===== config.mk =====
export PLATFORM = sky130hd
export DESIGN_NAME = pfpd_ctrl
export DESIGN_NICKNAME = d
export VERILOG_FILES = /design/src/rtl/pfpd_pkg.sv /design/src/rtl/pfpd_ctrl.sv
export SDC_FILE = /design/constraint.sdc
export NUM_CORES = 1
export LEC_CHECK = 0
export BUFFER_PORTS_ARGS = -buffer_cell sky130_fd_sc_hd__clkbuf_2
export CAP_MARGIN = 20
export CORE_AREA = 2 2 39 41
export DETAILED_ROUTE_END_ITERATION = 8
export DIE_AREA = 0 0 41 43
export GPL_TIMING_DRIVEN = 0
export PLACE_DENSITY_LB_ADDON = 0.25
export SLEW_MARGIN = 20
export SYNTH_ARGS = -nofsm -noshare
export SYNTH_HDL_FRONTEND = slang
export SYNTH_SLANG_ARGS = --single-unit

===== constraint.sdc =====
create_clock -name clk -period 1.3 [get_ports clk]
set_input_delay 0.13 -clock clk [delete_from_list [all_inputs] [get_ports clk]]
set_output_delay 0.13 -clock clk [all_outputs]
set_load 0.02 [all_outputs]

===== src/rtl/pfpd_pkg.sv =====
// Types, codes and defaults for the packet FIFO with partial drain.
// No dependencies; used by every module of the block.
package pfpd_pkg;

    localparam int DEF_SLOTS      = 16;
    localparam int DEF_SLOT_BYTES = 128;
    localparam int MAX_READ       = 64;
    localparam int LEN_W          = 8;
    localparam int CAP_W          = 7;

    localparam logic CMD_WRITE = 1'b0;
    localparam logic CMD_READ  = 1'b1;

    localparam logic [1:0] STATUS_OK    = 2'd0;
    localparam logic [1:0] STATUS_EMPTY = 2'd1;
    localparam logic [1:0] STATUS_FULL  = 2'd2;
    localparam logic [1:0] STATUS_TRUNC = 2'd3;

    typedef struct packed {
        logic             command;
        logic [7:0]       data_byte;
        logic             last_byte;
        logic [CAP_W-1:0] capacity;
    } item_t;

    typedef struct packed {
        logic [7:0]       out_byte;
        logic             response_last;
        logic             packet_done;
        logic [1:0]       status;
        logic [LEN_W-1:0] committed_length;
    } result_t;

    typedef enum logic [1:0] {
        ST_IDLE,
        ST_SETUP,
        ST_STREAM
    } state_t;

    // Controller to datapath
    typedef struct packed {
        logic write;       // write beat accepted
        logic read_empty;  // read accepted on an empty ring
        logic read_start;  // read accepted, head packet present
        logic setup_bad;   // head length not above read offset
        logic setup_go;    // latch count, start streaming
        logic stream;      // streaming bytes of the head packet
    } ctrl_cmd_t;

    // Datapath to controller
    typedef struct packed {
        logic out_free;
        logic ring_empty;
        logic len_bad;
        logic last_loaded;
    } dp_status_t;

endpackage


===== src/rtl/pfpd_ctrl.sv =====
// Controller state machine of the packet FIFO: input handshake and read sequencing.
// Depends on pfpd_pkg.
module pfpd_ctrl (
    input  logic                   clk,
    input  logic                   rst_n,
    input  logic                   item_valid,
    output logic                   item_stall,
    input  pfpd_pkg::item_t        item,
    input  pfpd_pkg::dp_status_t   stat,
    output pfpd_pkg::ctrl_cmd_t    cmd
);
    import pfpd_pkg::*;

    state_t state_reg;
    state_t state_next;
    logic   item_fire;
    logic   cap_zero;

    assign item_stall = !(state_reg == ST_IDLE && stat.out_free);
    assign item_fire  = item_valid && !item_stall;
    assign cap_zero   = (item.capacity == '0);

    always_ff @(posedge clk or negedge rst_n)
    begin
        if (!rst_n)
        begin
            state_reg <= ST_IDLE;
        end
        else
        begin
            state_reg <= state_next;
        end
    end

    always_comb
    begin
        state_next = state_reg;
        case (state_reg)
            ST_IDLE:
            begin
                if (item_fire && item.command == CMD_READ && !cap_zero && !stat.ring_empty)
                begin
                    state_next = ST_SETUP;
                end
            end
            ST_SETUP:
            begin
                state_next = stat.len_bad ? ST_IDLE : ST_STREAM;
            end
            ST_STREAM:
            begin
                if (stat.last_loaded)
                begin
                    state_next = ST_IDLE;
                end
            end
            default:
            begin
                state_next = ST_IDLE;
            end
        endcase
    end

    always_comb
    begin
        cmd = '0;
        case (state_reg)
            ST_IDLE:
            begin
                cmd.write      = item_fire && item.command == CMD_WRITE;
                cmd.read_empty = item_fire && item.command == CMD_READ && !cap_zero
                                 && stat.ring_empty;
                cmd.read_start = item_fire && item.command == CMD_READ && !cap_zero
                                 && !stat.ring_empty;
            end
            ST_SETUP:
            begin
                cmd.setup_bad = stat.len_bad;
                cmd.setup_go  = !stat.len_bad;
            end
            ST_STREAM:
            begin
                cmd.stream = 1'b1;
            end
            default:
            begin
                cmd = '0;
            end
        endcase
    end

endmodule


==> results of run 1 <==
[cells in the final DEF, fill, tap and decap left out]
master,count
nor2b_1,1
clkbuf_2,17
dfrtp_1,2
buf_4,6
nor2_1,2
nand2_1,2
a211oi_2,1
buf_6,2
a2111oi_2,1
nor4_2,1
and3b_2,1
inv_1,2
a2111oi_4,1
clkbuf_4,3
dlygate4sd3_1,1
nor3_1,1
nor3b_4,1
nand4bb_4,1
a21o_1,1
[per-layer routing]
metal  wire length [um]  part of all wire  GRT usage  vias up
li1                   -                 -          -      127
met2                375              0.70     0.1375        3
met3                 15             0.028    0.04712        0
met5                  0                 0          0        -
met1                147              0.27    0.06070      121
met4                  0                 0    0.08000        0
[power groups by stage]
stage	sequential (W)	combinational, W	clock [W]
2_1_floorplan	0.0000668	0.0000343	0
3_3_place_gp	0.0000672	0.0000698	0
3_5_place_dp	0.0000675	0.0000700	0
4_1_cts	0.0000657	0.0000841	0.000146
5_1_grt	0.0000658	0.0000941	0.000162
6_report	0.0000656	0.0000864	0.000137
[layout make-up]
class,instances,area (um^2),share of cell area
timing repair buffer,26,162.7,0.3869
multi-input combinational,14,157.7,0.3750
sequential,2,50.05,0.1190
clock buffer,3,22.52,0.05357
tap,16,20.02,0.04762
inverter,2,7.507,0.01786
[through the flow]
stage | utilization | area [um^2] | setup WS (ns) | std cells
after floorplan | - | 203.9 | 0.03964 | 18
after global placement | 0.2378 | 329.1 | -0.06396 | 55
after detailed placement | 0.2378 | 329.1 | -0.06910 | 55
after CTS | 0.2911 | 402.9 | -0.1739 | 63
after global routing | 0.3038 | 420.4 | -0.2108 | 63
final | 0.3038 | 420.4 | -0.1353 | 63
[how the worst max path moves through the flow]
stage	end	slack (ns)	cells after the start	startpoint
2_1_floorplan	cmd[3]	0.04	2	state_reg[1]$_DFFE_PN0P_
3_3_place_gp	cmd[3]	-0.06	3	state_reg[1]$_DFFE_PN0P_
3_5_place_dp	cmd[3]	-0.07	3	state_reg[1]$_DFFE_PN0P_
4_1_cts	cmd[4]	-0.17	4	state_reg[0]$_DFFE_PN0P_
5_1_grt	cmd[4]	-0.21	4	state_reg[1]$_DFFE_PN0P_
6_report	cmd[4]	-0.14	4	state_reg[1]$_DFFE_PN0P_
[worst max-delay path, delay by kind of cell, from the launching register on]
| kind | cells | cell delay, ns |
|---|---|---|
| flip-flops | 1 | 0.37 |
| buffers and inverters | 2 | 0.32 |
| AND/OR/NAND/NOR | 1 | 0.26 |
| AO/OA/AOI/OAI | 1 | 0.13 |
[repair_timing]
action                                 CTS  global route
cloned                                   0             0
setup endpoints to repair                3             5
resized for setup                        4             8
setup buffers                            4             0
pin swaps                                3             2
hold buffers                             1             0
endpoints found under the hold margin    2             0
[logic make-up (layout without fill, tap and decap cells)]
group	after synthesis	count (layout)	share of synthesized area
AOI/OAI and AO/OA	4	4	0.2416
buffers and inverters	2	31	0.04028
DFF	2	2	0.2685
and+or+nand+nor	10	10	0.4497
==> impl_metrics.yaml, run 1 <==
critical_path:
  crit_chain: "nand4bb_4 -> buf_6 -> a211oi_2 -> buf_4"
  cp_max_fo: 3
  critical_path.slowest_cell: "dfrtp_1"
  worstReg2RegEnd: "state_reg[0]$_DFFE_PN0P_"
  arrival_ns: 1.31
  startpoint_type: "register"
  r2r_slack_ns: 0.06
  worstPathRequired_ns: 1.17
  cp-end-kind: "primary output"
  path_class: "reg -> out"
  critPathMaxStageDelay_ns: 0.37
  reg2reg_depth: 3
  r2r_start: "state_reg[1]$_DFFE_PN0P_"
global_routing:
  grt_pass1_vias: 256
  overflow: 0
  antenna_found_initial: 0
  grt_pass1_wl_um: 931
  grt_max_degree: 5
  track_usage: 0.08417
min_path:
  holdCritStartpoint: "stat[2]"
  min_path_cells: 2
  hp-class: "in -> reg"
  hold_path_end: "state_reg[0]$_DFFE_PN0P_"
synthesis:
  synth_nets: 42
  synthFlopType: "dfrtp_1"
  yosysTopAreaCell: "dfrtp_1"
  async_flop_share: 1.000
  ys_seq_area_frac: 0.2685
  syn-instance-count: 18
  ys_seq_elements: 2
  synth_edf_count: 0
  avgSynthCellArea_um2: 10.36
  synth_cell_types: 13
  ys_top_cells_by_area: "dfrtp_1 (27%), a2111oi_2 (16%), nand4bb_4 (15%)"
  synth_top_area_share: 0.2685
  netlist_area_um2: 186.4
  yosys-top-cells-count: "a2111oi_2 (2), dfrtp_1 (2), inv_1 (2), nand2_1 (2), nor2_1 (2)"
  yosysWarnings: 0
die:
  die_h_um: 43
  start_util: 0.1347
  dieWidth_um: 41
  rows: 14
  io_pins: 31
  coreArea_um2: 1384
  die_area_um2: 1763
clock_tree:
  cts_made_buffers: 3
  path_clk_slew_ns: 0.03
  root_buffer: "clkbuf_4"
  cts_max_level: 1
  clock_sinks: 2
  clockBufferDepth: 2
  clock_latency_ns: 0.22
  tritoncts: "built"
timing:
  report.final.slew_viol_count: 0
  tightest_slew_ns: 0.6179
  finalCriticalPeriod_ns: 1.435
  relSlewSlack: 0.5849
  rsz0062_at_grt: "yes"
  setup_ws_ns: -0.1353
  period_share: 1.104
  final_hold_viol_count: 0
  whs_ns: 0.1349
  fmax_mhz: 696.7
  fin_setup_tns_ns: -0.2977
  setup_viol: 3
  finClkSkew_ns: 0.0008639
place:
  routabilityCongestion: 0.6263
  hpwl_um: 426.1
  port_buffers: 21
detailed_routing:
  routed-via-count: 251
  drt_wl_total_um: 538
  firstDrtPassIters: 3
  wl_per_cell_um: 8.540
  viasPerCell: 3.984
  drt_iter0_markers: 4
  drc: 0
  postRouteAntennaNets: 0
power_and_ir_drop:
  switching_share: 0.2698
  finalPower_w: 0.0002895
  p_per_area_nw_per_um2: 688.6
  switching_power_w: 0.00007812
  p_int_w: 0.0002114
  irDropWorstVdd_uv: 253.4
  clockPowerShare: 0.475
  combPwrFrac: 0.299
  leakagePower_nw: 0.2131
  p_seq_frac: 0.227
layout:
  fillCellCount: 149
  drive_gt1_frac: 0.7447
  antenna_cells: 0
  area_delta_synth_final_pct: 125.5
  largest_reg_flops: 2
  nets: 73
outcome:
  status: "finished, violations left"
  violations: "negative setup slack"
flow_run:
  drv_cap: 0
Power figures use the tool's default switching activity.
==> run 2: changes to the inputs <==
--- a/config.mk
+++ b/config.mk
@@ -8,8 +8,10 @@
 export BUFFER_PORTS_ARGS = -buffer_cell sky130_fd_sc_hd__clkbuf_2
 export CAP_MARGIN = 20
 export CORE_AREA = 2 2 39 41
+export CTS_BUF_LIST = sky130_fd_sc_hd__clkbuf_8
 export DETAILED_ROUTE_END_ITERATION = 8
 export DIE_AREA = 0 0 41 43
+export GPL_ROUTABILITY_DRIVEN = 0
 export GPL_TIMING_DRIVEN = 0
 export PLACE_DENSITY_LB_ADDON = 0.25
 export SLEW_MARGIN = 20
==> run 2 against run 1 <==
- the flow still finishes with violations (negative setup slack)
- flip-flop and latch count did not move
- count of clock-buffer cells in the layout did not move
- routed wire length rose by 4.1%
- sequential power barely moved
- first-iteration DRC count fell by 25%
- power rose by 35%
- largest power group unchanged
==> impl_metrics.yaml, run 2 (synthesized netlist as in run 1, its figures left out) <==
clock_tree:
  clock_latency_ns: 0.21
  clock_sinks: 2
  clockBufferDepth: 2
  path_clk_slew_ns: 0.03
  root_buffer: "clkbuf_8"
  cts_made_buffers: 3
  cts_max_level: 1
  tritoncts: "built"
power_and_ir_drop:
  combPwrFrac: 0.216
  leakagePower_nw: 0.2208
  p_per_area_nw_per_um2: 918.7
  clockPowerShare: 0.617
  irDropWorstVdd_uv: 353.3
  p_seq_frac: 0.168
  switching_power_w: 0.00008807
  p_int_w: 0.0003039
  switching_share: 0.2247
timing:
  period_share: 1.093
  rsz0062_at_grt: "yes"
  fin_setup_tns_ns: -0.2546
  relSlewSlack: 0.5838
  final_hold_viol_count: 0
  finClkSkew_ns: 0.002466
  setup_ws_ns: -0.1212
  report.final.slew_viol_count: 0
  fmax_mhz: 703.7
  setup_viol: 3
  whs_ns: 0.1489
  tightest_slew_ns: 0.6195
  finalCriticalPeriod_ns: 1.421
detailed_routing:
  dr.max_layer_used: "met3"
  wl_per_cell_um: 8.889
  postRouteAntennaNets: 0
  route.met3.wl_um: 26
  wl_met2_um: 393
  drc: 0
  wl_met1_um: 140
  drt_wl_total_um: 560
  routed-via-count: 253
  drt_iter0_markers: 3
  viasPerCell: 4.016
  firstDrtPassIters: 3
die:
  die_h_um: 43
  io_pins: 31
  coreArea_um2: 1384
  start_util: 0.1347
  dieWidth_um: 41
  rows: 14
  die_area_um2: 1763
global_routing:
  overflow: 0
  grt_max_degree: 5
  antenna_found_initial: 0
  grt_pass1_vias: 261
  track_usage: 0.08016
  grt_pass1_wl_um: 903
place:
  port_buffers: 21
  place_ws_ns: -0.06910
  hpwl_um: 426.1
critical_path:
  crit_chain: "nand4bb_4 -> buf_6 -> a211oi_2 -> buf_4"
  path_class: "reg -> out"
  worstPathRequired_ns: 1.17
  critPathMaxStageDelay_ns: 0.37
  critical_path.slowest_cell: "dfrtp_1"
  cp-end-kind: "primary output"
  r2r_start: "state_reg[1]$_DFFE_PN0P_"
  cp-startpoint: "state_reg[1]$_DFFE_PN0P_"
  r2r_slack_ns: 0.06
  arrival_ns: 1.29
  cp_max_fo: 3
  startpoint_type: "register"
layout:
  layout_commonest_cell: "clkbuf_2"
  seqCellArea_um2: 50.05
  drive_gt1_frac: 0.7447
  largest_reg_flops: 2
  finish.utilization: 0.3083
  multi_input_area_um2: 151.4
  fillCellCount: 149
  area_delta_synth_final_pct: 128.9
  nets: 73
  final_cell_mix: "clkbuf_2 (17), buf_4 (6), clkbuf_8 (3)"
  antenna_cells: 0
outcome:
  status: "finished, violations left"
  violations: "negative setup slack"
flow_run:
  drv_cap: 0
min_path:
  holdCritStartpoint: "stat[2]"
  hp-class: "in -> reg"
[run 2: area by class of cell]
| class | count | share of cell area |
|---|---|---|
| tap | 16 | 0.04692 |
| multi-input combinational | 14 | 0.3548 |
| clock buffer | 3 | 0.09677 |
| timing repair buffer | 26 | 0.3666 |
| sequential | 2 | 0.1173 |
| inverter | 2 | 0.01760 |
[run 2: worst max-delay path, delay by kind of cell, from the launching register on]
kind,cells,cell delay (ns)
AO/OA/AOI/OAI,1,0.13
AND/OR/NAND/NOR,1,0.26
buffers and inverters,2,0.32
flip-flops,1,0.37
[run 2: layer usage]
metal / global-route usage / up-vias
met5: 0 / -
met2: 0.1375 / 5
met3: 0.03141 / 0
li1: - / 126
met1: 0.05751 / 122
met4: 0.08000 / 0
[run 2: power groups by stage]
stage	Clock, W	Combinational, W	Sequential, W
floorplan	0	0.0000343	0.0000668
global placement	0	0.0000698	0.0000672
detailed placement	0	0.0000700	0.0000675
CTS	0.000250	0.0000841	0.0000657
global route	0.000258	0.0000920	0.0000659
finish	0.000242	0.0000845	0.0000657
[run 2: what timing repair did]
item | CTS | global route
hold endpoints to repair | 2 | 0
buffers inserted | 4 | 0
gates resized for setup | 4 | 5
hold buffers | 1 | 0
pin swaps | 3 | 1
setup endpoints to repair | 3 | 5
[run 2: per-stage QoR]
step | cell area, um^2 | instances | total power, W
floorplan | 203.9 | 18 | 0.0001011
global placement | 329.1 | 55 | 0.0001370
detailed placement | 329.1 | 55 | 0.0001375
CTS | 421.7 | 63 | 0.0003994
global route | 426.7 | 63 | 0.0004159
finish | 426.7 | 63 | 0.0003920
[run 2: final timing paths]
| path | cells past startpoint | to |
|---|---|---|
| setup / recovery | 4 | cmd[4] |
| hold / removal | 2 | state_reg[0]$_DFFE_PN0P_ |
| setup reg to reg | 3 | state_reg[0]$_DFFE_PN0P_ |
| hold reg to reg | 3 | state_reg[1]$_DFFE_PN0P_ |
| max in group asynchronous | 2 | state_reg[1]$_DFFE_PN0P_ |
| min in group asynchronous | 2 | state_reg[0]$_DFFE_PN0P_ |
==> run 3: changes to the inputs <==
--- a/config.mk
+++ b/config.mk
@@ -5,6 +5,7 @@
 export SDC_FILE = /design/constraint.sdc
 export NUM_CORES = 1
 export LEC_CHECK = 0
+export ABC_CLOCK_PERIOD_IN_PS = 1300
 export BUFFER_PORTS_ARGS = -buffer_cell sky130_fd_sc_hd__clkbuf_2
 export CAP_MARGIN = 20
 export CORE_AREA = 2 2 39 41
@@ -14,6 +15,7 @@
 export GPL_ROUTABILITY_DRIVEN = 0
 export GPL_TIMING_DRIVEN = 0
 export PLACE_DENSITY_LB_ADDON = 0.25
+export SETUP_SLACK_MARGIN = 0.3
 export SLEW_MARGIN = 20
 export SYNTH_ARGS = -nofsm -noshare
 export SYNTH_HDL_FRONTEND = slang
==> run 3 against run 2 <==
- the run still ends with negative setup slack left
- clock power grew 2%
- worst hold slack better by 0.0068 ns
- worst setup slack got worse by 0.014 ns
- clock skew shrank 0.0016 ns
- combinational power grew 16%
- flip-flop and latch count is the same
- critical path type unchanged
==> impl_metrics.yaml, run 3 (synthesized netlist as in run 1, its figures left out) <==
power_and_ir_drop:
  p_int_w: 0.0003130
  p_per_area_nw_per_um2: 841.3
  clockPowerShare: 0.600
  combPwrFrac: 0.239
  irDropWorstVdd_uv: 279.0
  p_seq_frac: 0.161
  switching_share: 0.2374
  switching_power_w: 0.00009746
  leakagePower_nw: 0.2350
clock_tree:
  cts_max_level: 1
  clockBufferDepth: 2
  clock_latency_ns: 0.21
  cts_made_buffers: 3
  clock_sinks: 2
  tritoncts: "built"
  root_buffer: "clkbuf_8"
  path_clk_slew_ns: 0.03
layout:
  fillCellCount: 144
  final_cell_mix: "clkbuf_2 (14), clkbuf_8 (5), buf_4 (5), buf_6 (3)"
  layout_commonest_cell: "clkbuf_2"
  area_delta_synth_final_pct: 161.7
  nets: 74
  drive_gt1_frac: 0.7708
  largest_reg_flops: 2
  finalNonFillerCells: 64
  antenna_cells: 0
die:
  die_h_um: 43
  io_pins: 31
  rows: 14
  start_util: 0.1347
  coreArea_um2: 1384
  dieWidth_um: 41
  die_area_um2: 1763
detailed_routing:
  viasPerCell: 4.203
  drt_wl_total_um: 664
  wl_per_cell_um: 10.38
  drt_iter0_markers: 1
  routed-via-count: 269
  postRouteAntennaNets: 0
  firstDrtPassIters: 2
  drc: 0
place:
  dp_cells: 55
  place_ws_ns: -0.03898
  port_buffers: 21
critical_path:
  path_class: "reg -> out"
  cp-end-kind: "primary output"
  worstPathRequired_ns: 1.17
  arrival_ns: 1.31
  startpoint_type: "register"
  cp_max_fo: 4
timing:
  fmax_mhz: 696.8
  rsz0062_at_grt: "yes"
  whs_ns: 0.1557
  tightest_slew_ns: 0.7735
  period_share: 1.104
  setup_viol: 4
  finalCriticalPeriod_ns: 1.435
  relSlewSlack: 0.4804
  setup_ws_ns: -0.1351
  finClkSkew_ns: 0.0008861
  final_hold_viol_count: 0
  report.final.slew_viol_count: 0
global_routing:
  antenna_found_initial: 0
  grt_max_degree: 6
  grt_pass1_wl_um: 1048
  track_usage: 0.09457
  grt_pass1_vias: 277
  overflow: 0
outcome:
  violations: "negative setup slack"
  status: "finished, violations left"
flow_run:
  drv_cap: 0
min_path:
  hp-class: "in -> reg"
[run 3: cell type report]
cell class,instances,area (um^2),share of cell area
timing repair buffer,27,201.4,0.4128
multi-input combinational,14,167.7,0.3436
sequential,2,50.05,0.1026
clock buffer,3,41.29,0.08462
tap,16,20.02,0.04103
inverter,2,7.507,0.01538
[run 3: per-layer routing]
layer | vias up | GRT usage | part of all wire
met5 | - | 0 | 0
met4 | 0 | 0.06000 | 0.015
met3 | 2 | 0.04712 | 0.14
met2 | 24 | 0.1438 | 0.48
met1 | 116 | 0.09709 | 0.36
li1 | 127 | - | -
[run 3: worst max-delay path: stages, from the launching register on]
cell and delay [ns]:
dfrtp_1 0.39, nand4bb_4 0.29, a2111oi_4 0.22, buf_4 0.19
[run 3: power groups by stage]
stage	clock network (W)	registers, W	logic (W)
detailed placement	0	0.0000675	0.0000733
finish	0.000246	0.0000662	0.0000980
global route	0.000255	0.0000666	0.000106
floorplan	0	0.0000670	0.0000369
global placement	0	0.0000674	0.0000734
CTS	0.000253	0.0000664	0.0000914
[run 3: path summary, 6_finish.rpt]
kind	startpoint	to	slack (ns)	depth (start not counted)
max reg2reg	state_reg[1]$_DFFE_PN0P_	state_reg[0]$_DFFE_PN0P_	-0.10	4
min reg2reg	state_reg[0]$_DFFE_PN0P_	state_reg[1]$_DFFE_PN0P_	0.72	3
max	state_reg[1]$_DFFE_PN0P_	cmd[3]	-0.14	3
min in group asynchronous	rst_n	state_reg[0]$_DFFE_PN0P_	0.25	2
max in group asynchronous	rst_n	state_reg[1]$_DFFE_PN0P_	0.95	2
min	stat[2]	state_reg[0]$_DFFE_PN0P_	0.16	2
[run 3: what timing repair did]
item                                   CTS  global route
hold buffers                             1             0
setup buffers                            3             2
resized for setup                        9             9
endpoints found under the hold margin    2             0
setup endpoints to repair                8             8
pin swaps                                2             3
[run 3: through the flow]
step	area (um^2)	TNS, ns	util	total power [W]
6_report	488.0	-0.3610	0.3526	0.0004105
3_5_place_dp	341.6	-0.03898	0.2468	0.0001408
4_1_cts	452.9	-0.4263	0.3273	0.0004106
3_3_place_gp	341.6	-0.05960	0.2468	0.0001408
5_1_grt	488.0	-0.6493	0.3526	0.0004275
2_1_floorplan	216.5	0	-	0.0001039
